### src/rtl/pirl_pkg.sv
// Shared types and constants for the positional insert/remove list.
package pirl_pkg;

    localparam int unsigned FUNC_W  = 1;
    localparam int unsigned POS_W   = 8;
    localparam int unsigned VALUE_W = 32;
    localparam int unsigned STAT_W  = 2;
    localparam int unsigned ECNT_W  = 8;

    // s_tdata: func, position, value packed from bit 0, padded to bytes
    localparam int unsigned S_RAW_W  = FUNC_W + POS_W + VALUE_W;
    localparam int unsigned S_DATA_W = ((S_RAW_W + 7) / 8) * 8;
    // m_tdata: removed_value, status, entry_count packed from bit 0
    localparam int unsigned M_RAW_W  = VALUE_W + STAT_W + ECNT_W;
    localparam int unsigned M_DATA_W = ((M_RAW_W + 7) / 8) * 8;

    typedef enum logic [FUNC_W-1:0] {
        FUNC_INSERT = 1'b0,
        FUNC_REMOVE = 1'b1
    } func_t;

    typedef enum logic [STAT_W-1:0] {
        STAT_OK     = 2'd0,
        STAT_FULL   = 2'd1,
        STAT_EMPTY  = 2'd2,
        STAT_BADPOS = 2'd3
    } status_t;

    // Command broadcast to every cell of the chain
    typedef struct packed {
        logic               shift_up;    // insert: cells above pos take left neighbor
        logic               shift_down;  // remove: cells at/above pos take right neighbor
        logic [POS_W-1:0]   pos;
        logic [VALUE_W-1:0] value;
    } cell_ctrl_t;

endpackage : pirl_pkg

### src/rtl/pirl_cell.sv
// One list slot: holds an entry and trades it with its neighbors on a shift.
module pirl_cell
    import pirl_pkg::*;
#(
    parameter int unsigned INDEX = 0
) (
    input  logic               aclk,
    input  cell_ctrl_t         ctrl_i,
    input  logic [VALUE_W-1:0] left_i,   // entry of the cell below
    input  logic [VALUE_W-1:0] right_i,  // entry of the cell above
    output logic [VALUE_W-1:0] data_o
);

    localparam logic [31:0] IDX = 32'(INDEX);

    logic [VALUE_W-1:0] data_reg;
    logic [VALUE_W-1:0] data_next;
    logic [31:0]        pos_ext;

    assign pos_ext = 32'(ctrl_i.pos);

    always_comb begin
        data_next = data_reg;
        priority if (ctrl_i.shift_up) begin
            if (IDX > pos_ext) begin
                data_next = left_i;
            end else if (IDX == pos_ext) begin
                data_next = ctrl_i.value;
            end
        end else if (ctrl_i.shift_down) begin
            if (IDX >= pos_ext) begin
                data_next = right_i;
            end
        end
    end

    always_ff @(posedge aclk) begin
        data_reg <= data_next;
    end

    assign data_o = data_reg;

endmodule : pirl_cell

### config.mk
export PLATFORM = sky130hd
export DESIGN_NAME = pirl_cell
export DESIGN_NICKNAME = d
export VERILOG_FILES = /design/src/rtl/pirl_pkg.sv /design/src/rtl/pirl_cell.sv
export SDC_FILE = /design/constraint.sdc
export NUM_CORES = 1
export LEC_CHECK = 0
export BUFFER_PORTS_ARGS = -buffer_cell sky130_fd_sc_hd__buf_2
export CAP_MARGIN = 20
export CORE_ASPECT_RATIO = 1.1
export CORE_UTILIZATION = 34
export CTS_BUF_LIST = sky130_fd_sc_hd__clkbuf_8
export DETAILED_ROUTE_END_ITERATION = 10
export PLACE_DENSITY_LB_ADDON = 0.05
export SYNTH_ARGS = -nofsm -noshare
export SYNTH_HDL_FRONTEND = slang
export SYNTH_SLANG_ARGS = --single-unit
### constraint.sdc
create_clock -name aclk -period 2.01 [get_ports aclk]
set_input_delay 0.402 -clock aclk [delete_from_list [all_inputs] [get_ports aclk]]
set_output_delay 0.402 -clock aclk [all_outputs]
set_load 0.02 [all_outputs]
==> flow_summary_export.csv <==
group,metric,value,unit
status,status,"complete, no violations",
final_layout,drive_gt1_frac,0.793,
routing,drc_errors,0,
timing,rsz0062_at_grt,"no",
die,io_pins,139,
placed_design,port_buffers,106,
clock_tree,h-tree-depth,2,
global_route,grt_max_degree,33,
setup_path,slowest_delay,0.28,ns
synthesis,yosysTopAreaCellShare,0.631,
clock_tree,cts_setup_buffers,0,
timing,post-route-period-util,0.633,
timing,hold_viol_final,0,
global_route,globalRouteTotalUtil,0.134,
routing,drt_pass1_iterations,3,
job,drv_cap,0,
synthesis,ys_dominant_reg_cell,"edfxtp_1",
placed_design,place_area,2110,sq um
clock_tree,numCtsBuffers,5,
timing,max_slew.worst_pin.slew,0.391,ns
final_layout,diodes,0,
die,start_util,0.356,
timing,finalSetupViolCount,0,
setup_path,crit_slowest_cell,"nor4_1",
final_layout,area_delta_synth_final,43.8,%
routing,wire_per_inst,12.8,um
synthesis,synth_top_area_cell,"edfxtp_1",
timing,fmax,0.785,GHz
synthesis,synth_warnings,0,
final_layout,largest_reg_flops,32,
placed_design,gp_congestion,0.669,
routing,vias,1041,
setup_path,cp_data_required_time,1.98,ns
global_route,grt_pass1_vias,1036,
synthesis,synth_cells,71,
synthesis,yosysUniqueCellTypes,7,
power,p_leak,1.04,nW
setup_path,timing.critical_path.arrival,1.25,ns
setup_path,startpoint_type,"primary input",
die,die_y,72.2,um
synthesis,syn_avg_cell_area,21.5,sq um
synthesis,netlist_top_cells_area,"edfxtp_1 63%, mux2_4 29%, buf_12 3.9%, mux2_2 2.2%, nor4_1 0.82%",
global_route,grt-ovfl-total,0,
power,finalPower,1.38,mW
clock_tree,path_clk_slew,0.06,ns
setup_path,critPathKind,"in -> reg",
min_path,holdPathStages,2,
final_layout,fillers,395,
synthesis,synthArstFlopShare,0,
die,dieArea,4750,sq um
synthesis,ys_seq_area_frac,0.631,
die,coreArea,4290,sq um
placed_design,dpl.hpwl,2330,um
setup_path,cp-startpoint,"ctrl_i[39]",
routing,antenna_left,0,
synthesis,yosysMostFrequentCell,"edfxtp_1",
setup_path,crit_chain,"buf_2 > nor4_1 > o211a_1 > buf_12",
routing,drtIter0Drc,49,
timing,fin_tns_setup,0,ns
setup_path,crit_fanout,32,
synthesis,syn-num-nets,178,
routing,wl,3040,um
timing,drv_slew,0,
routing,routed_via_density,4.37,
clock_tree,cts.sinks,32,
min_path,hold_class,"in -> reg",
clock_tree,root_buffer,"clkbuf_8",
synthesis,synth-seq-cells,32,
die,die-width,65.8,um
timing,maxSlewHeadroom,0.739,
clock_tree,clk_path_buf_depth,2,
synthesis,synth_enable_flop_cells,32,
clock_tree,post_cts_resized,0,
final_layout,final_net_count,290,
final_layout,fin_area,2190,sq um
synthesis,ys_top_cells_by_count,"32 x edfxtp_1, 29 x mux2_4, 3 x buf_12, 3 x mux2_2, 2 x nor4_1",
synthesis,synth_area,1520,sq um
clock_tree,cts_tree,"yes",
die,rows,25,
setup_path,crit_end,"data_o[16]$_DFFE_PP_",
power,ir_worst_vdd,0.428,mV
power,powerDensity,628,nW/um^2
clock_tree,hold_buffers,0,
setup_path,end_kind,"flip-flop",
global_route,antenna_found_initial,0,
timing,period_minus_slack,1.27,ns
global_route,grt_pass1_wl,4550,um
==> metrics by stage <==
step	util	cells	setup slack, ns	hold slack [ns]
floorplan	-	71	0.197	0.619
global placement	0.493	230	0.447	0.701
detailed placement	0.493	230	0.435	0.706
CTS	0.511	238	0.738	0.412
global route	0.511	238	0.653	0.402
finish	0.511	238	0.737	0.419
==> layout make-up <==
class / count / area, sq um / area share
Clock buffer: 5 / 68.8 / 0.0314
Multi-Input combinational cell: 35 / 492 / 0.224
Timing Repair Buffer: 109 / 591 / 0.270
Tap cell: 54 / 67.6 / 0.0308
Sequential cell: 32 / 961 / 0.439
Clock inverter: 3 / 11.3 / 0.00514
==> worst min path at each step <==
stage,from,slack [ns],end
global placement,ctrl_i[8],0.70,data_o[8]$_DFFE_PP_
CTS,right_i[8],0.41,data_o[8]$_DFFE_PP_
finish,right_i[8],0.42,data_o[8]$_DFFE_PP_
detailed placement,right_i[8],0.71,data_o[8]$_DFFE_PP_
global route,right_i[8],0.40,data_o[8]$_DFFE_PP_
floorplan,ctrl_i[0],0.62,data_o[0]$_DFFE_PP_
==> per-layer routing <==
layer,GRT usage,vias to the layer above,wire length (um)
li1,-,503,-
met3,0.0597,2,304
met2,0.230,57,1610
met4,0.0725,0,17
met1,0.134,479,1110
met5,0,-,0
==> kinds of logic (layout without fill, tap and decap cells) <==
logic type	count (synthesis)	after routing	synth area share
multiplexers	32	32	0.308
flip-flops	32	32	0.631
buffers and inverters	4	117	0.0468
AND/OR/NAND/NOR	2	2	0.00821
AO/OA/AOI/OAI	1	1	0.00657
==> worst max-delay path, delay by kind of cell <==
| family | cells | cell delay, ns |
|---|---|---|
| compound gates | 1 | 0.24 |
| buf+inv | 2 | 0.31 |
| simple gates | 1 | 0.28 |
==> placed cells by master (no fill, tap or decap), drive strengths merged <==
cell,Yosys,layout
mux2,32,32
edfxtp,32,32
buf,4,109
nor4,2,2
clkinv,0,1
clkbuf,0,5
o211a,1,1
inv,0,2
==> report_power, final <==
group	internal [mW]	switching, mW	total (mW)
registers	0.741	0.000406	0.742
logic	0.131	0.0554	0.186
clock network	0.230	0.218	0.448
Note: power is estimated with default switching activity, not from simulation.
